--- config.mk ---
export PLATFORM = sky130hd
export DESIGN_NAME = bfss_engine
export DESIGN_NICKNAME = d
export VERILOG_FILES = /design/src/rtl/bfss_pkg.sv /design/src/rtl/bfss_ram.sv /design/src/rtl/bfss_engine.sv
export SDC_FILE = /design/constraint.sdc
export NUM_CORES = 2
export LEC_CHECK = 0
export BUFFER_PORTS_ARGS = -buffer_cell sky130_fd_sc_hd__buf_2
export CORE_UTILIZATION = 40
export DETAILED_ROUTE_END_ITERATION = 10
export PLACE_DENSITY = 0.63
export SYNTH_ARGS = -nofsm -noshare
export SYNTH_HDL_FRONTEND = slang
export SYNTH_SLANG_ARGS = --single-unit
--- constraint.sdc ---
create_clock -name clk_i -period 5.5 [get_ports clk_i]
set_clock_uncertainty 0.2 [all_clocks]
set_input_delay 1.1 -clock clk_i [delete_from_list [all_inputs] [get_ports clk_i]]
set_output_delay 1.1 -clock clk_i [all_outputs]
set_load 0.01 [all_outputs]
--- src/rtl/bfss_pkg.sv ---
// Shared types and constants of the single-source shortest path block.
package bfss_pkg;

  localparam int unsigned VERTEX_W = 6;   // vertex id width
  localparam int unsigned NUM_W    = 7;   // vertex count width
  localparam int unsigned DIST_W   = 32;  // distance width
  localparam int unsigned IN_WT_W  = 24;  // weight field width on the stream
  localparam int unsigned IN_DATA_W  = 40;
  localparam int unsigned OUT_DATA_W = 48;
  localparam int unsigned APB_DATA_W = 32;
  localparam int unsigned APB_ADDR_W = 3;

  localparam logic [DIST_W-1:0] DIST_SAT = {DIST_W{1'b1}};

  // Register index decoded from paddr[2].
  localparam logic REG_START = 1'b0;
  localparam logic REG_NUMV  = 1'b1;

  typedef struct packed {
    logic [VERTEX_W-1:0] start_vertex;
    logic [NUM_W-1:0]    num_vertices;
  } cfg_t;

  typedef struct packed {
    logic idle;  // engine takes a new graph
    logic done;  // last result loaded this cycle
  } eng_status_t;

  // One vertex memory entry.
  typedef struct packed {
    logic [VERTEX_W-1:0] pred;
    logic                unreached;
    logic [DIST_W-1:0]   cost;
  } vtx_t;

  typedef struct packed {
    logic                last;
    logic                reached;
    logic [VERTEX_W-1:0] pred;
    logic [DIST_W-1:0]   cost;
    logic [VERTEX_W-1:0] vid;
  } result_t;

endpackage

--- src/rtl/bfss_ram.sv ---
// Generic single-write, single-read RAM with registered read data.
module bfss_ram #(
  parameter int unsigned WIDTH = 8,
  parameter int unsigned DEPTH = 16,
  localparam int unsigned ADDR_W = (DEPTH > 1) ? $clog2(DEPTH) : 1
) (
  input  logic              clk_i,
  input  logic              we_i,
  input  logic [ADDR_W-1:0] waddr_i,
  input  logic [WIDTH-1:0]  wdata_i,
  input  logic [ADDR_W-1:0] raddr_i,
  output logic [WIDTH-1:0]  rdata_o
);

  logic [WIDTH-1:0] mem [DEPTH];
  logic [WIDTH-1:0] rdata_q;

  always_ff @(posedge clk_i) begin
    if (we_i) begin
      mem[waddr_i] <= wdata_i;
    end
    rdata_q <= mem[raddr_i];
  end

  assign rdata_o = rdata_q;

endmodule

--- src/rtl/bfss_engine.sv ---
// Relaxation sequencer: vertex memory init, edge passes and result emission.
module bfss_engine
  import bfss_pkg::*;
#(
  parameter int unsigned MAX_VERTICES = 64,
  parameter int unsigned MAX_EDGES    = 1024,
  parameter int unsigned WEIGHT_BITS  = 24,
  localparam int unsigned SW  = (WEIGHT_BITS < IN_WT_W) ? WEIGHT_BITS : IN_WT_W,
  localparam int unsigned EW  = 2 * VERTEX_W + SW,
  localparam int unsigned EAW = (MAX_EDGES > 1) ? $clog2(MAX_EDGES) : 1,
  localparam int unsigned CW  = $clog2(MAX_EDGES + 1)
) (
  input  logic          clk_i,
  input  logic          rst_ni,
  input  cfg_t          cfg_i,
  input  logic          start_i,
  input  logic [CW-1:0] edge_count_i,
  output logic [EAW-1:0] edge_raddr_o,
  input  logic [EW-1:0] edge_rdata_i,
  output logic          out_valid_o,
  input  logic          out_ready_i,
  output result_t       out_data_o,
  output eng_status_t   status_o
);

  localparam int unsigned VAW = $clog2(MAX_VERTICES);
  localparam logic [NUM_W-1:0] MAX_V = NUM_W'(MAX_VERTICES);

  typedef enum logic [7:0] {
    S_IDLE    = 8'b0000_0001,
    S_INIT    = 8'b0000_0010,
    S_EREAD   = 8'b0000_0100,
    S_UREAD   = 8'b0000_1000,
    S_TREAD   = 8'b0001_0000,
    S_UPDATE  = 8'b0010_0000,
    S_EMIT_RD = 8'b0100_0000,
    S_EMIT    = 8'b1000_0000
  } state_e;

  state_e              state_q, state_d;
  logic [EAW-1:0]      e_q, e_d;
  logic [VERTEX_W-1:0] pass_q, pass_d;
  logic [VERTEX_W-1:0] v_q, v_d;
  logic [VERTEX_W-1:0] org_q, org_d;
  logic [VERTEX_W-1:0] tgt_q, tgt_d;
  logic [SW-1:0]       w_q, w_d;
  logic [DIST_W-1:0]   sum_q, sum_d;
  logic                ovalid_q, ovalid_d;
  result_t             odata_q, odata_d;

  logic [NUM_W-1:0]    nv;
  logic                start_ok;
  logic                edge_end, pass_end, vtx_end;
  logic [VERTEX_W-1:0] e_org, e_tgt;
  logic [SW-1:0]       e_w;
  logic [DIST_W:0]     sum_wide;
  logic                vwe, load, done;
  logic [VAW-1:0]      vwaddr, vraddr;
  vtx_t                vwdata, vrdata;
  logic [$bits(vtx_t)-1:0] vrdata_raw;

  // Effective vertex count: zero acts as one, clipped to the memory depth.
  always_comb begin
    if (cfg_i.num_vertices == '0) begin
      nv = NUM_W'(1);
    end else if (cfg_i.num_vertices > MAX_V) begin
      nv = MAX_V;
    end else begin
      nv = cfg_i.num_vertices;
    end
  end

  assign start_ok = {1'b0, cfg_i.start_vertex} < nv;
  assign edge_end = (CW'(e_q) + CW'(1)) == edge_count_i;
  assign pass_end = (NUM_W'(pass_q) + NUM_W'(2)) == nv;
  assign vtx_end  = (NUM_W'(v_q) + NUM_W'(1)) == nv;

  assign e_org = edge_rdata_i[VERTEX_W-1:0];
  assign e_tgt = edge_rdata_i[2*VERTEX_W-1:VERTEX_W];
  assign e_w   = edge_rdata_i[2*VERTEX_W +: SW];

  assign vrdata   = vtx_t'(vrdata_raw);
  assign sum_wide = {1'b0, vrdata.cost} + (DIST_W+1)'(w_q);
  assign load     = (state_q == S_EMIT) && (!ovalid_q || out_ready_i);

  always_comb begin
    state_d  = state_q;
    e_d      = e_q;
    pass_d   = pass_q;
    v_d      = v_q;
    org_d    = org_q;
    tgt_d    = tgt_q;
    w_d      = w_q;
    sum_d    = sum_q;
    ovalid_d = ovalid_q;
    odata_d  = odata_q;
    vwe      = 1'b0;
    vwaddr   = v_q[VAW-1:0];
    vwdata   = '{pred: '0, unreached: 1'b1, cost: '0};
    vraddr   = v_q[VAW-1:0];
    done     = 1'b0;

    if (ovalid_q && out_ready_i) begin
      ovalid_d = 1'b0;
    end

    unique case (state_q)
      S_IDLE: begin
        if (start_i) begin
          v_d     = '0;
          state_d = S_INIT;
        end
      end
      S_INIT: begin
        vwe = 1'b1;
        vwdata.unreached = !(start_ok && (v_q == cfg_i.start_vertex));
        if (vtx_end) begin
          v_d    = '0;
          e_d    = '0;
          pass_d = '0;
          if (nv == NUM_W'(1) || edge_count_i == '0) begin
            state_d = S_EMIT_RD;
          end else begin
            state_d = S_EREAD;
          end
        end else begin
          v_d = v_q + VERTEX_W'(1);
        end
      end
      S_EREAD: begin
        state_d = S_UREAD;
      end
      S_UREAD: begin
        org_d  = e_org;
        tgt_d  = e_tgt;
        w_d    = e_w;
        vraddr = e_org[VAW-1:0];
        if (({1'b0, e_org} < nv) && ({1'b0, e_tgt} < nv)) begin
          state_d = S_TREAD;
        end else begin
          state_d = S_EREAD;
        end
      end
      S_TREAD: begin
        vraddr = tgt_q[VAW-1:0];
        sum_d  = sum_wide[DIST_W] ? DIST_SAT : sum_wide[DIST_W-1:0];
        if (vrdata.unreached) begin
          state_d = S_EREAD;
        end else begin
          state_d = S_UPDATE;
        end
      end
      S_UPDATE: begin
        vwaddr = tgt_q[VAW-1:0];
        vwdata = '{pred: org_q, unreached: 1'b0, cost: sum_q};
        vwe    = vrdata.unreached || (sum_q < vrdata.cost);
        state_d = S_EREAD;
      end
      S_EMIT_RD: begin
        state_d = S_EMIT;
      end
      S_EMIT: begin
        if (load) begin
          ovalid_d        = 1'b1;
          odata_d.vid     = v_q;
          odata_d.reached = !vrdata.unreached;
          odata_d.cost    = vrdata.unreached ? DIST_SAT : vrdata.cost;
          odata_d.pred    = vrdata.unreached ? '0 : vrdata.pred;
          odata_d.last    = vtx_end;
          if (vtx_end) begin
            done    = 1'b1;
            state_d = S_IDLE;
          end else begin
            v_d     = v_q + VERTEX_W'(1);
            state_d = S_EMIT_RD;
          end
        end
      end
      default: state_d = S_IDLE;
    endcase

    // Edge advance shared by the three paths that leave an edge.
    if ((state_q == S_UPDATE) ||
        (state_q == S_TREAD && vrdata.unreached) ||
        (state_q == S_UREAD && state_d == S_EREAD)) begin
      if (edge_end) begin
        e_d = '0;
        if (pass_end) begin
          v_d     = '0;
          state_d = S_EMIT_RD;
        end else begin
          pass_d = pass_q + VERTEX_W'(1);
        end
      end else begin
        e_d = e_q + EAW'(1);
      end
    end
  end

  always_ff @(posedge clk_i or negedge rst_ni) begin
    if (!rst_ni) begin
      state_q  <= S_IDLE;
      ovalid_q <= 1'b0;
      e_q      <= '0;
      pass_q   <= '0;
      v_q      <= '0;
    end else begin
      state_q  <= state_d;
      ovalid_q <= ovalid_d;
      e_q      <= e_d;
      pass_q   <= pass_d;
      v_q      <= v_d;
    end
  end

  always_ff @(posedge clk_i) begin
    org_q   <= org_d;
    tgt_q   <= tgt_d;
    w_q     <= w_d;
    sum_q   <= sum_d;
    odata_q <= odata_d;
  end

  bfss_ram #(
    .WIDTH ($bits(vtx_t)),
    .DEPTH (MAX_VERTICES)
  ) u_vtx_ram (
    .clk_i   (clk_i),
    .we_i    (vwe),
    .waddr_i (vwaddr),
    .wdata_i (vwdata),
    .raddr_i (vraddr),
    .rdata_o (vrdata_raw)
  );

  assign edge_raddr_o = e_q;
  assign out_valid_o  = ovalid_q;
  assign out_data_o   = odata_q;
  assign status_o     = '{idle: (state_q == S_IDLE), done: done};

endmodule
==> results.toml <==
[outcome]
status = "finished clean"

[power_and_ir_drop]
clock_power_share_pct = 38.0
p_comb_share_pct = 15.2
ir_worst_vdd_uv = 255
p_switching_w = 0.0132
power.total_w = 0.0487
leakagePower_nw = 43.1
powerDensity_nw_per_um2 = 389
netSwitchingFraction_pct = 27.0
p_seq_share_pct = 46.8
p_int_w = 0.0355

[detailed_routing]
drt_wl_total_um = 341000
dr_total_vias = 73100
top_layer_used = "met5"
wl_met2_um = 155000
wl_per_cell_um = 27.0
route.detailed.drc = 0
wl_met1_um = 136000
dr.pass1.iters = 8
met3WireLength_um = 35300
first_iter_violations = 9904
vias_per_cell = 5.78
postRouteAntennaNets = 0

[yosys]
yosysTopAreaCellShare_pct = 72.4
yosysWarnings = 0
synth.largest_area_cell = "edfxtp_1"
synthArstFlopShare_pct = 1.16
syn_inst = 8549
ys_ff_latch = 2680
yosysMostFrequentCell = "edfxtp_1"
synth_nets = 8689
synth_area_leaders = "edfxtp_1 72%, nand2_1 8.7%, nand3_1 6.1%"
synth_area_um2 = 108000
ys_seq_area_share_pct = 73.8
synth.top_cells.by_count = "2610 x edfxtp_1, 2499 x nand2_1, 1323 x nand3_1"
avgSynthCellArea_um2 = 12.7
synth_ff_type = "edfxtp_1"
synth-edff-count = 2610
yosysUniqueCellTypes = 78

[floorplan]
fp.dieW_um = 522
die_h_um = 522
dieArea_um2 = 273000
start_util_pct = 40.3
core_um2 = 269000
io_pins = 123
num_rows = 190

[worst_setup_path]
cpPeakStageDelay_ns = 0.85
crit_chain = "or3_1, o41ai_1, mux2i_1, o21ai_4, buf_12, buf_4, nand2_1, nand3_1, a21oi_1, a2111oi_1, nand3_2, nand3_1"
endpoint_kind = "flip-flop"
crit_path_top_delay_cell = "a2111oi_1"
cp.arrival_ns = 5.85
crit_end = "u_vtx_ram.rdata_o[12]"
start_kind = "flip-flop"
r2r_setup_slack_ns = 0.28
startpoint = "state_q[5]"
cp_max_fo = 30
r2r_cells = 12
reg2reg_from = "state_q[5]"
criticalPathCategory = "reg2reg"
r2r_end = "u_vtx_ram.rdata_o[12]"
crit_required_ns = 6.13
crit_top_cell = "nand3_1"

[finish]
final_core_util_pct = 46.6
num-fill-cells = 23400
drive_gt1_share_pct = 12.0
syn_to_final_growth_pct = 15.5
nNetsFinal = 9014

[sta]
slew-limit-headroom_pct = 6.01
finalCritPeriodShare_pct = 95.0
setup_viol = 0
drv_slew = 0
tightestPinTransition_ns = 1.41
finalCriticalPeriod_ns = 5.22
fin_tns_setup_ns = 0
fmax_ghz = 0.191
finalHoldViolations = 0
hold_ws_ns = 0.149
rsz0062_at_grt = "false"

[flow_run]
drv_cap = 0

[clock_tree]
cts_tree = "built"
cts_buffers = 291
clock_latency_ns = 0.97
clock_path_buffers = 4
ctsHtreeMaxLevel = 5
path_clk_slew_ns = 0.07
cts-root-buf = "clkbuf_16"
clock-sinks = 2680

[global_route]
track_usage_pct = 24.6
grt_pass1_wl_um = 490000
overflow = 0
grt_max_degree = 121
antenna_found_initial = 12
grt_pass1_vias = 68900

[placement]
place_congestion = 0.926
port_buffers = 122
dpl.hpwl_um = 208000

[worst_hold_path]
holdCritPathClass = "in2reg"
-- layout by cell type, fill, tap and decap left out, drive strengths merged, types with 14 or more instances in the layout --
| cell | synthesis | layout |
|---|---|---|
| a21o | 26 | 26 |
| a21oi | 260 | 260 |
| a31oi | 146 | 146 |
| a32oi | 32 | 32 |
| and2 | 45 | 45 |
| and3 | 92 | 92 |
| and4 | 15 | 15 |
| buf | 307 | 546 |
| clkbuf | 208 | 374 |
| clkinv | 1 | 105 |
| dfrtp | 30 | 30 |
| dfxtp | 39 | 39 |
| diode | 0 | 19 |
| edfxtp | 2610 | 2610 |
| ha | 75 | 75 |
| inv | 45 | 51 |
| mux2i | 106 | 106 |
| nand2 | 2500 | 2500 |
| nand2b | 22 | 22 |
| nand3 | 1323 | 1323 |
| nand4 | 80 | 80 |
| nor2 | 166 | 166 |
| nor2b | 14 | 14 |
| nor3 | 35 | 35 |
| nor4 | 20 | 20 |
| o21ai | 118 | 118 |
| o22ai | 17 | 17 |
| xnor2 | 32 | 32 |
| xor2 | 30 | 30 |
-- routing by layer --
layer / global-route usage, % / vias up
li1: - / 31800
met1: 34.1 / 36500
met2: 38.0 / 4312
met3: 4.29 / 601
met4: 11.0 / 4
met5: 0 / -
-- per-stage QoR --
stage,worst slack [ns],instances,instance area [um^2]
after floorplan,0.427,8549,108000
after global placement,-0.259,12100,116000
after detailed placement,-0.128,12100,116000
after CTS,0.0107,12600,125000
after global routing,0.216,12700,125000
final,0.278,12700,125000
-- state kept, by name (all words and copies together), names as in the netlist, 6 cells and up --
| register | cells |
|---|---|
| tgt_q | 6 |
| u_vtx_ram.mem | 2496 |
| w_q | 24 |
| sum_q | 32 |
| state_q | 8 |
| u_vtx_ram.rdata_o | 39 |
| out_data_o | 46 |
| v_q | 6 |
| edge_raddr_o | 10 |
| pass_q | 6 |
| org_q | 6 |
-- how the worst min path moves through the flow --
stage | to | startpoint | cells past startpoint
final | w_q[6] | edge_rdata_i[18] | 1
after global routing | w_q[0] | edge_rdata_i[12] | 1
after CTS | w_q[14] | edge_rdata_i[26] | 1
after detailed placement | edge_raddr_o[9] | edge_raddr_o[9] | 2
after global placement | state_q[7] | state_q[5] | 1
after floorplan | out_data_o[5] | v_q[5] | 0
-- layout make-up --
class / instances / area, um^2 / area share, %
sequential: 2680 / 79900 / 63.9
clock inverter: 128 / 968 / 0.774
antenna: 19 / 47.5 / 0.0380
tap: 3552 / 4440 / 3.55
inverter: 46 / 173 / 0.138
clock buffer: 374 / 7810 / 6.25
multi-input combinational: 5308 / 26700 / 21.4
timing repair buffer: 547 / 4990 / 3.99
-- power by group through the flow --
stage | clock network (W) | logic, W | registers [W]
floorplan | 0 | 0.00444 | 0.0230
global placement | 0 | 0.00721 | 0.0232
detailed placement | 0 | 0.00728 | 0.0232
CTS | 0.0186 | 0.00732 | 0.0228
global route | 0.0194 | 0.00797 | 0.0228
finish | 0.0185 | 0.00741 | 0.0228
-- repair_timing --
action / in CTS / in global routing
buffers inserted: 0 / 0
gates resized for setup: 0 / 2
hold endpoints to repair: 13 / 0
setup endpoints to repair: 0 / 1
hold buffers: 1 / 0
-- logic make-up after synthesis --
| logic type | Yosys count | share of synthesized area, % |
|---|---|---|
| AO/OA/AOI/OAI | 714 | 4.08 |
| multiplexers | 109 | 1.01 |
| flip-flops | 2680 | 73.8 |
| adder cells (fa/ha/maj) | 76 | 0.885 |
| buffers and inverters | 561 | 2.25 |
| AND/OR/NAND/NOR | 4347 | 17.5 |
| XOR/XNOR | 62 | 0.501 |
-- critical path: cells and delay by family, from the launching register on --
kind / cells / cell delay, ns
DFF: 1 / 0.44
muxes: 1 / 0.24
AOI/OAI and AO/OA: 4 / 1.83
buffers and inverters: 2 / 0.65
and+or+nand+nor: 5 / 1.68
No activity file was read; power rests on OpenSTA's default activity.
