--- src/rtl/bfss_ram.sv ---
// Generic single-write, single-read RAM with registered read data.
module bfss_ram #(
  parameter int unsigned WIDTH = 8,
  parameter int unsigned DEPTH = 16,
  localparam int unsigned ADDR_W = (DEPTH > 1) ? $clog2(DEPTH) : 1
) (
  input  logic              clk_i,
  input  logic              we_i,
  input  logic [ADDR_W-1:0] waddr_i,
  input  logic [WIDTH-1:0]  wdata_i,
  input  logic [ADDR_W-1:0] raddr_i,
  output logic [WIDTH-1:0]  rdata_o
);

  logic [WIDTH-1:0] mem [DEPTH];
  logic [WIDTH-1:0] rdata_q;

  always_ff @(posedge clk_i) begin
    if (we_i) begin
      mem[waddr_i] <= wdata_i;
    end
    rdata_q <= mem[raddr_i];
  end

  assign rdata_o = rdata_q;

endmodule

--- config.mk ---
export PLATFORM = sky130hd
export DESIGN_NAME = bfss_ram
export DESIGN_NICKNAME = d
export VERILOG_FILES = /design/src/rtl/bfss_ram.sv
export SDC_FILE = /design/constraint.sdc
export NUM_CORES = 1
export LEC_CHECK = 0
export BUFFER_PORTS_ARGS = -buffer_cell sky130_fd_sc_hd__buf_2
export CAP_MARGIN = 20
export CORE_MARGIN = 5
export CORE_UTILIZATION = 45
export DETAILED_ROUTE_END_ITERATION = 7
export PLACE_DENSITY = 0.66
export SLEW_MARGIN = 20
export SYNTH_ARGS = -nofsm -noshare
export SYNTH_HDL_FRONTEND = slang
export SYNTH_SLANG_ARGS = --single-unit
--- constraint.sdc ---
create_clock -name clk_i -period 2.65 [get_ports clk_i]
set_input_delay 0.6625 -clock clk_i [delete_from_list [all_inputs] [get_ports clk_i]]
set_output_delay 0.6625 -clock clk_i [all_outputs]
set_load 0.01 [all_outputs]
==> results.yml, run 1 <==
route:
  post_drt_wl_per_cell_um: 22.8
  first_pass_iters: 4
  wl_um: 10100
  vias: 2490
  routed_via_density: 5.66
  post-route-drc-count: 0
  antenna_left: 0
  drt_iter0_drc: 181
logic_synthesis:
  synth.ff_latch_count: 136
  synth_fa_ha_area_share_pct: 0
  synth_cells: 229
  synth.mux.area_fraction_pct: 15.0
  yosysUniqueCellTypes: 19
  syn_area_per_cell_um2: 22.5
  synth_seq_area_share_pct: 77.8
  yosysTopAreaCell: "edfxtp_1"
  yosysTopAreaCellShare_pct: 74.7
  synth_compound_area_share_pct: 2.33
  syn_nets: 247
  synth_top_family_by_area: "multiplexers"
  synth_xor_area_share_pct: 0
  synthSimpleGateAreaFrac_pct: 3.18
  netlist_area_mm2: 0.00515
  yosys_warnings: 0
  synthTopCellsByArea: "edfxtp_1 75%, mux4_2 7.9%, mux4_1 7.1%, dfxtp_1 3.1%, a22oi_1 2.3%"
timing:
  hold_viol: 0
  period_minus_slack_ns: 1.81
  relSlewSlack_pct: 50.2
  finalClockSkew_ns: 0.00773
  finalSetupViolCount: 0
  worst_slew_pin_slew_ns: 0.745
  timing.fmax_mhz: 551
  fin_crit_sh_pct: 68.5
  worst_slack_ns: 0.835
  drv_slew: 0
  finalSetupTns_ns: 0
  rsz0062_at_grt: "no"
final_layout:
  syn2layout_area_growth_pct: 18.8
  finalNetCount: 302
  post-route-util_pct: 54.0
  antenna_cells: 0
  drive_gt1_share_pct: 32.0
critical_path:
  crit_buf_inv: 2
  required_ns: 2.91
  cp-end-kind: "register"
  crit_path_max_incr_delay_ns: 0.56
  crit_path_start_kind: "primary input"
  setup.worst_path.start: "raddr_i[0]"
  slowest_stage: "mux4_1"
  critPathTopFamily: "multiplexers"
  path_max_fanout: 14
  crit_chain: "buf_2 > buf_12 > mux4_1 > a22oi_1 > nand2_1"
  worst_r2r_startpoint: "mem[11][0]$_DFFE_PP_"
  crit_type: "in2reg"
  worst_ep_arrival_time_ns: 2.07
die:
  floorplan.initialDensity_pct: 45.5
  dieArea_mm2: 0.0137
  coreArea_mm2: 0.0113
  io_pins: 26
  die_w_um: 117
  die_y_um: 117
  num_rows: 39
cts:
  clockRootBuffer: "clkbuf_16"
  h-tree-depth: 4
  path_clk_slew_ns: 0.06
  clock-sinks: 136
  cts-buffers-inserted: 17
  cts_setup_buffers: 0
  clockBufferDepth: 2
  ctsHoldBuffers: 0
  ctsResizeCount: 0
  clk_latency_ns: 0.40
  cts_tree: "yes"
global_route:
  overflow: 0
  grt_pass1_wl_um: 15600
  grt_max_degree: 18
  grt_pass1_vias: 2584
  grt_antenna_before_repair: 0
  grt_use_total_pct: 16.4
worst_hold_path:
  worstHoldStart: "wdata_i[3]"
  hp-class: "in2reg"
placed_design:
  dp_slack_ns: 0.417
  gp_congestion: 0.697
  dp_hpwl_um: 6370
  portBuffers: 25
power:
  p_sw_share_pct: 21.2
  leakage_nw: 2.08
  p_comb_share_pct: 4.8
  p_per_area_mw_per_mm2: 787
  seqPwrFrac_pct: 50.2
  p_int_w: 0.00379
  p_clk_share_pct: 44.9
  ir_worst_vdd_uv: 382
  p_switching_w: 0.00102
run:
  cap_violations: 0
status:
  status: "complete, no violations"
[cell usage after synthesis, drive strengths merged]
library cell and count:
edfxtp 128, nand3 1, and2 1, dfxtp 8, nor2 13, clkdlybuf4s25 3
nand2b 2, nor2b 1, and2b 1, a22oi 16, nand3b 2, nand2 9
buf 7, nor3 4, mux4 32, or3b 1
[registers in the layout, indices dropped and copies added, names as in the netlist]
| name | count |
|---|---|
| mem | 128 |
| rdata_o | 8 |
[metrics by stage]
| step | hold slack, ns | cell area (um2) | std cells | power [W] |
|---|---|---|---|---|
| after floorplan | 0.629 | 5150 | 229 | 0.00259 |
| after global placement | 0.654 | 5560 | 408 | 0.00269 |
| final | 0.641 | 6110 | 440 | 0.00481 |
| after detailed placement | 0.670 | 5560 | 408 | 0.00270 |
| after global routing | 0.638 | 6110 | 440 | 0.00497 |
| after CTS | 0.631 | 6110 | 440 | 0.00485 |
[power groups by stage]
stage	Clock (W)	Sequential, W	Combinational, W
3_5_place_dp	0	0.00246	0.000236
3_3_place_gp	0	0.00246	0.000230
5_1_grt	0.00229	0.00242	0.000253
6_report	0.00216	0.00242	0.000233
4_1_cts	0.00219	0.00242	0.000237
2_1_floorplan	0	0.00247	0.000122
[cell type report]
cell class                      instances  area (um2)
Fill cell                             882        5210
Sequential cell                       136        4000
Multi-Input combinational cell         83        1060
Clock buffer                           17         425
Timing Repair Buffer                   46         320
Tap cell                              143         179
Clock inverter                         15         129
[worst reg2reg max path: stages, from the launching register on]
cell and delay [ns]:
edfxtp_1 0.35, mux4_2 0.48, a22oi_1 0.26, nand2_1 0.16
[routing by layer]
metal	up-vias	GRT usage [%]	part of all wire, %
met5	-	0	0
met4	0	5.28	1.1
met3	12	4.27	5.2
met2	67	25.4	49
met1	1324	22.9	44
li1	1087	-	-
[layout by cell type (no fill, tap or decap), types with 2 or more instances in the layout]
master and instances:
edfxtp_1 128, buf_2 25, mux4_2 18, buf_4 18, clkbuf_16 17, a22oi_1 16, mux4_1 14, nor2_1 13
nand2_1 9, dfxtp_1 8, clkinvlp_4 5, nor3_1 4, inv_6 3, buf_12 3, nand3b_1 2, nand2b_1 2
clkinv_1 2, clkinv_2 2, clkinv_4 2
[logic make-up (layout without fill, tap and decap cells)]
group           Yosys count  count (layout)
buf+inv                  10              78
mux                      32              32
simple gates             35              35
compound gates           16              16
flops                   136             136
[final timing paths]
kind,endpoint,slack (ns),cells past startpoint
min,mem[6][3]$_DFFE_PP_,0.64,1
max reg2reg,rdata_o[0]$_DFF_P_,1.25,3
max,rdata_o[0]$_DFF_P_,0.84,5
min reg2reg,rdata_o[2]$_DFF_P_,0.69,3
No activity file was read; power rests on OpenSTA's default activity.
==> inputs of run 2 (changes only) <==
--- a/config.mk
+++ b/config.mk
@@ -5,12 +5,13 @@
 export SDC_FILE = /design/constraint.sdc
 export NUM_CORES = 1
 export LEC_CHECK = 0
+export ABC_AREA = 1
 export BUFFER_PORTS_ARGS = -buffer_cell sky130_fd_sc_hd__buf_2
 export CAP_MARGIN = 20
 export CORE_MARGIN = 5
 export CORE_UTILIZATION = 45
 export DETAILED_ROUTE_END_ITERATION = 7
-export PLACE_DENSITY = 0.66
+export PLACE_DENSITY = 0.68
 export SLEW_MARGIN = 20
 export SYNTH_ARGS = -nofsm -noshare
 export SYNTH_HDL_FRONTEND = slang
==> constraint.sdc (replaced) <==
create_clock -name clk_i -period 1.6 [get_ports clk_i]
set_input_delay 0.4 -clock clk_i [delete_from_list [all_inputs] [get_ports clk_i]]
set_output_delay 0.4 -clock clk_i [all_outputs]
set_load 0.01 [all_outputs]
==> run 2 against run 1 <==
  * Sequential share of layout area shrank 6.6 points
  * Setup slack lost 0.53 ns
  * Critical path type is now reg2out
  * Final area grew 11%
  * Cell count grew 79%
  * Sequential power grew 66%
  * Non-clock buffer count grew 10
  * Clock skew shrank 0.0014 ns
  * Global-route usage grew 1.1 points
  * Die area grew 11%
  * Critical endpoint is now rdata_o[7]
  * Synthesized cell count grew 140%
  * Routed wire length grew 21%
  * Critical path depth shrank 4
==> results.yml, run 2 <==
route:
  post_drt_wl_per_cell_um: 15.5
  drt_iter0_drc: 210
  first_pass_iters: 5
  routed_via_density: 4.89
  vias: 3851
  antenna_left: 0
  wl_um: 12200
  post-route-drc-count: 0
logic_synthesis:
  yosysUniqueCellTypes: 12
  syn_nets: 569
  async_flop_share_pct: 0
  synth-edff-count: 128
  synth_most_common_cell: "nand2_1"
  netlist_area_mm2: 0.00577
  syn_area_per_cell_um2: 10.5
  yosysTopAreaCell: "edfxtp_1"
  synthTopCellsByArea: "edfxtp_1 67%, nand2_1 11%, nand3_1 8.4%, inv_1 6.5%, dfxtp_1 2.8%"
  synth.ff_latch_count: 136
  synth_ff_type: "edfxtp_1"
  ys_top_cells_by_count: "173 x nand2_1, 128 x edfxtp_1, 100 x inv_1"
  yosysTopAreaCellShare_pct: 66.7
  synth_seq_area_share_pct: 69.4
  yosys_warnings: 0
  synth_cells: 551
timing:
  worst_slack_ns: 0.301
  worst_slew_pin_slew_ns: 0.333
  rsz0062_at_grt: "no"
  timing.fmax_mhz: 770
  fin_crit_sh_pct: 81.2
  period_minus_slack_ns: 1.30
  finalSetupViolCount: 0
  finalSetupTns_ns: 0
  drv_slew: 0
  relSlewSlack_pct: 77.8
  hold_viol: 0
  finalClockSkew_ns: 0.00633
  whs_ns: 0.365
placed_design:
  dp_hpwl_um: 7850
  post-place-cells: 755
  dp_slack_ns: 0.110
  gp_congestion: 0.816
  portBuffers: 25
critical_path:
  crit_buf_inv: 1
  r2r-end: "rdata_o[0]$_DFF_P_"
  ff2ff_path_depth: 6
  critPathTopFamily: "flip-flops"
  cp-end-kind: "primary output"
  crit_type: "reg2out"
  path_max_fanout: 1
  required_ns: 1.20
  worst_ep_arrival_time_ns: 0.90
  crit_chain: "buf_2"
  slowest_stage: "dfxtp_1"
  crit_path_max_incr_delay_ns: 0.35
  cp_num_cells: 1
  worst_r2r_startpoint: "mem[9][0]$_DFFE_PP_"
  reg2reg_slack_ns: 0.66
  crit_path_start_kind: "register"
global_route:
  overflow: 0
  grt_max_degree: 33
  grt_pass1_vias: 3681
  grt_use_total_pct: 17.4
  grt_antenna_before_repair: 0
  grt_pass1_wl_um: 19400
die:
  num_rows: 41
  floorplan.initialDensity_pct: 45.9
  dieArea_mm2: 0.0152
  die_y_um: 123
  die_w_um: 123
  io_pins: 26
  coreArea_mm2: 0.0126
cts:
  cts_setup_buffers: 0
  ctsResizeCount: 0
  ctsHoldBuffers: 0
  clk_latency_ns: 0.41
  clock-sinks: 136
  cts_tree: "yes"
  h-tree-depth: 4
  path_clk_slew_ns: 0.06
  clockBufferDepth: 2
  clockRootBuffer: "clkbuf_16"
  cts-buffers-inserted: 17
final_layout:
  drive_gt1_share_pct: 14.0
  finalNetCount: 620
  syn2layout_area_growth_pct: 17.9
  largest_reg_flops: 128
  post-route-util_pct: 54.1
  mostFrequentLayoutCell: "nand2_1"
  fill_cells: 1060
  stdcell_count: 787
  regMostFlops: "mem"
  mostFrequentLayoutCells: "173 x nand2_1, 128 x edfxtp_1, 100 x inv_1"
  antenna_cells: 0
status:
  status: "complete, no violations"
power:
  leakage_nw: 2.97
  ir_worst_vdd_uv: 681
  p_per_area_mw_per_mm2: 1230
worst_hold_path:
  holdPathStages: 3
  hp-class: "in2reg"
  min_delay_worst_endpoint: "rdata_o[2]$_DFF_P_"
  worstHoldStart: "raddr_i[3]"
run:
  cap_violations: 0
==> run 2: cell count changes in the layout (fill, tap and decap cells not counted), sizes merged, moves of 4 or more <==
cell	delta
buf	+10
nor2	+4
inv	+100
nand3	+96
nand2	+164
nor3	-4
a22oi	-16
mux4	-32
==> run 2: cell families after synthesis <==
| kind of cell | after synthesis | synth area share [%] |
|---|---|---|
| buffers and inverters | 126 | 9.52 |
| DFF | 136 | 69.4 |
| and+or+nand+nor | 289 | 21.0 |
==> run 2: cell type report <==
class | count | area (um2) | share of cell area, %
clock buffers | 18 | 429 | 6.31
clock inverters | 14 | 156 | 2.30
inverters | 102 | 383 | 5.63
multi-input cells | 289 | 1210 | 17.9
flip-flops and latches | 136 | 4000 | 58.9
well taps | 172 | 215 | 3.17
repair buffers | 56 | 395 | 5.82
==> run 2: per-layer routing <==
metal	track usage, %	routed length, um
met4	6.44	187
met2	28.5	6080
met5	0	0
met1	22.9	5140
met3	3.89	766
==> run 2: worst min-delay path: cells and delay by family <==
kind	cells	cell delay, ns
buf+inv	1	0.18
simple gates	2	0.14
==> run 2: power breakdown <==
group	leakage, nW	switching [W]	internal, W	total [W]
clock network	0.279	0.00141	0.00243	0.00384
registers	1.22	0.0000255	0.00398	0.00401
logic	1.47	0.000328	0.000160	0.000488
total	2.97	0.00176	0.00657	0.00833
==> run 2: worst max path at each step <==
| stage | from | to | slack [ns] |
|---|---|---|---|
| after floorplan | waddr_i[2] | mem[10][0]$_DFFE_PP_ | 0.25 |
| after global placement | waddr_i[3] | mem[5][2]$_DFFE_PP_ | 0.15 |
| after detailed placement | waddr_i[3] | mem[5][0]$_DFFE_PP_ | 0.11 |
| after CTS | rdata_o[0]$_DFF_P_ | rdata_o[0] | 0.29 |
| after global routing | rdata_o[0]$_DFF_P_ | rdata_o[0] | 0.28 |
| final | rdata_o[7]$_DFF_P_ | rdata_o[7] | 0.30 |
==> run 2: metrics by stage <==
step | total power [W] | area [um2]
floorplan | 0.00437 | 5770
global placement | 0.00456 | 6210
detailed placement | 0.00457 | 6210
CTS | 0.00839 | 6800
global route | 0.00862 | 6800
finish | 0.00833 | 6800
==> inputs of run 3 (changes only) <==
==> constraint.sdc (replaced) <==
create_clock -name clk_i -period 1.1 [get_ports clk_i]
set_input_delay 0.275 -clock clk_i [delete_from_list [all_inputs] [get_ports clk_i]]
set_output_delay 0.275 -clock clk_i [all_outputs]
set_load 0.01 [all_outputs]
==> run 3 against run 2 <==
  * The flow now finishes with violations (setup timing)
  * Non-clock buffer count decreased by 4
  * Setup slack got worse by 0.34 ns
  * Worst hold slack got worse by 0.13 ns
  * Register-to-register slack got worse by 0.55 ns
  * Clock power increased by 68%
  * Count of clock-buffer cells in the layout increased by 3
  * Core utilization increased by 1.7 points
  * Final area increased by 3.1%
  * Critical path depth unchanged
  * Global-route usage increased by 0.55 points
  * Sequential share of layout area decreased by 1.7 points
  * Largest cell class unchanged
==> results.yml, run 3 (same netlist as run 2, synthesis figures left out) <==
critical_path:
  critPathTopFamily: "flip-flops"
  slowest_stage: "dfxtp_2"
  required_ns: 0.82
  crit_path_max_incr_delay_ns: 0.33
  setup.worst_path.start: "rdata_o[4]$_DFF_P_"
  crit_buf_inv: 1
  worst_r2r_startpoint: "mem[13][6]$_DFFE_PP_"
  crit_chain: "buf_6"
  worst_ep_arrival_time_ns: 0.87
  crit_type: "reg2out"
  cp-end-kind: "primary output"
  path_max_fanout: 1
  crit_path_start_kind: "register"
timing:
  relSlewSlack_pct: 77.3
  timing.fmax_mhz: 877
  fin_crit_sh_pct: 104
  period_minus_slack_ns: 1.14
  rsz0062_at_grt: "yes"
  finalSetupViolCount: 8
  worst_slack_ns: -0.0402
  finalClockSkew_ns: 0.00726
  drv_slew: 0
  hold_viol: 0
  worst_slew_pin_slew_ns: 0.341
  whs_ns: 0.235
placed_design:
  dp_slack_ns: -0.207
  dp_hpwl_um: 7630
  portBuffers: 25
  gp_congestion: 0.783
  post-place-cells: 751
die:
  dieArea_mm2: 0.0152
  coreArea_mm2: 0.0126
  die_y_um: 123
  num_rows: 41
  die_w_um: 123
  floorplan.initialDensity_pct: 45.9
  io_pins: 26
cts:
  h-tree-depth: 4
  clockRootBuffer: "clkbuf_16"
  cts_tree: "yes"
  path_clk_slew_ns: 0.06
  clockBufferDepth: 2
  cts-buffers-inserted: 17
  ctsHoldBuffers: 0
  clock-sinks: 136
  clk_latency_ns: 0.42
  cts_setup_buffers: 0
route:
  post_drt_wl_per_cell_um: 15.9
  vias: 3926
  first_pass_iters: 5
  antenna_left: 0
  routed_via_density: 5.01
  drt_iter0_drc: 394
  wl_um: 12500
  post-route-drc-count: 0
final_layout:
  largest_reg_flops: 128
  syn2layout_area_growth_pct: 21.5
  mostFrequentLayoutCell: "nand2_1"
  fill_cells: 1056
  antenna_cells: 0
  mostFrequentLayoutCells: "173 x nand2_1, 128 x edfxtp_1, 100 x inv_1"
  drive_gt1_share_pct: 15.2
  multi_input_area_mm2: 0.00123
  regMostFlops: "mem"
  finalNetCount: 616
  stdcell_count: 783
  regArea_mm2: 0.00401
power:
  p_per_area_mw_per_mm2: 1860
  finalPower_w: 0.0131
  leakage_nw: 3.03
  ir_worst_vdd_uv: 1000
worst_hold_path:
  worstHoldStart: "wdata_i[7]"
  hp-class: "in2reg"
global_route:
  grt_pass1_wl_um: 20100
  grt_antenna_before_repair: 3
  grt_pass1_vias: 3895
  overflow: 0
  grt_use_total_pct: 18.0
  grt_max_degree: 65
run:
  cap_violations: 0
status:
  status: "finished, violations left"
  violations: "setup timing"
==> run 3: cell count changes in the layout (fill, tap and decap cells not counted), sizes merged <==
cell / previous run / this run
clkbuf: 18 / 21
bufinv: 3 / 6
buf: 56 / 52
clkinv: 7 / 4
clkinvlp: 3 / 0
==> run 3: layer usage <==
| metal | GRT usage [%] | up-vias | wire, um |
|---|---|---|---|
| met2 | 28.6 | 127 | 6090 |
| met4 | 7.75 | 6 | 313 |
| li1 | - | 1868 | - |
| met1 | 22.6 | 1891 | 5220 |
| met3 | 5.81 | 34 | 803 |
| met5 | 0 | - | 37 |
==> run 3: path summary, 6_finish.rpt <==
kind                            slack, ns                    to  cells after the start
worst min register to register       0.67    rdata_o[5]$_DFF_P_                      6
worst max register to register       0.11    rdata_o[6]$_DFF_P_                      6
worst max-delay path                -0.04            rdata_o[4]                      1
worst min-delay path                 0.23  mem[15][7]$_DFFE_PP_                      1
==> run 3: final cells by class <==
type | instances | share of cell area, %
timing repair buffer | 52 | 7.00
clock buffer | 21 | 6.57
sequential | 136 | 57.2
tap | 172 | 3.07
clock inverter | 11 | 3.13
inverter | 102 | 5.47
multi-input combinational | 289 | 17.5
==> run 3: what timing repair did <==
| item | in CTS | in global routing |
|---|---|---|
| setup endpoints to repair | 8 | 8 |
| pin swaps | 0 | 0 |
| gates resized for setup | 6 | 2 |
==> run 3: power by group <==
part	switching, W	internal [W]
combinational	0.000493	0.000276
clock	0.00207	0.00438
sequential	0.0000354	0.00580
==> run 3: stage by stage <==
step	instance area, um2	util, %	setup TNS (ns)
global placement	6300	50.1	-15.79
floorplan	5780	-	-10.04
detailed placement	6300	50.1	-18.33
CTS	7000	55.7	-0.292
finish	7010	55.7	-0.162
global route	7010	55.7	-0.423
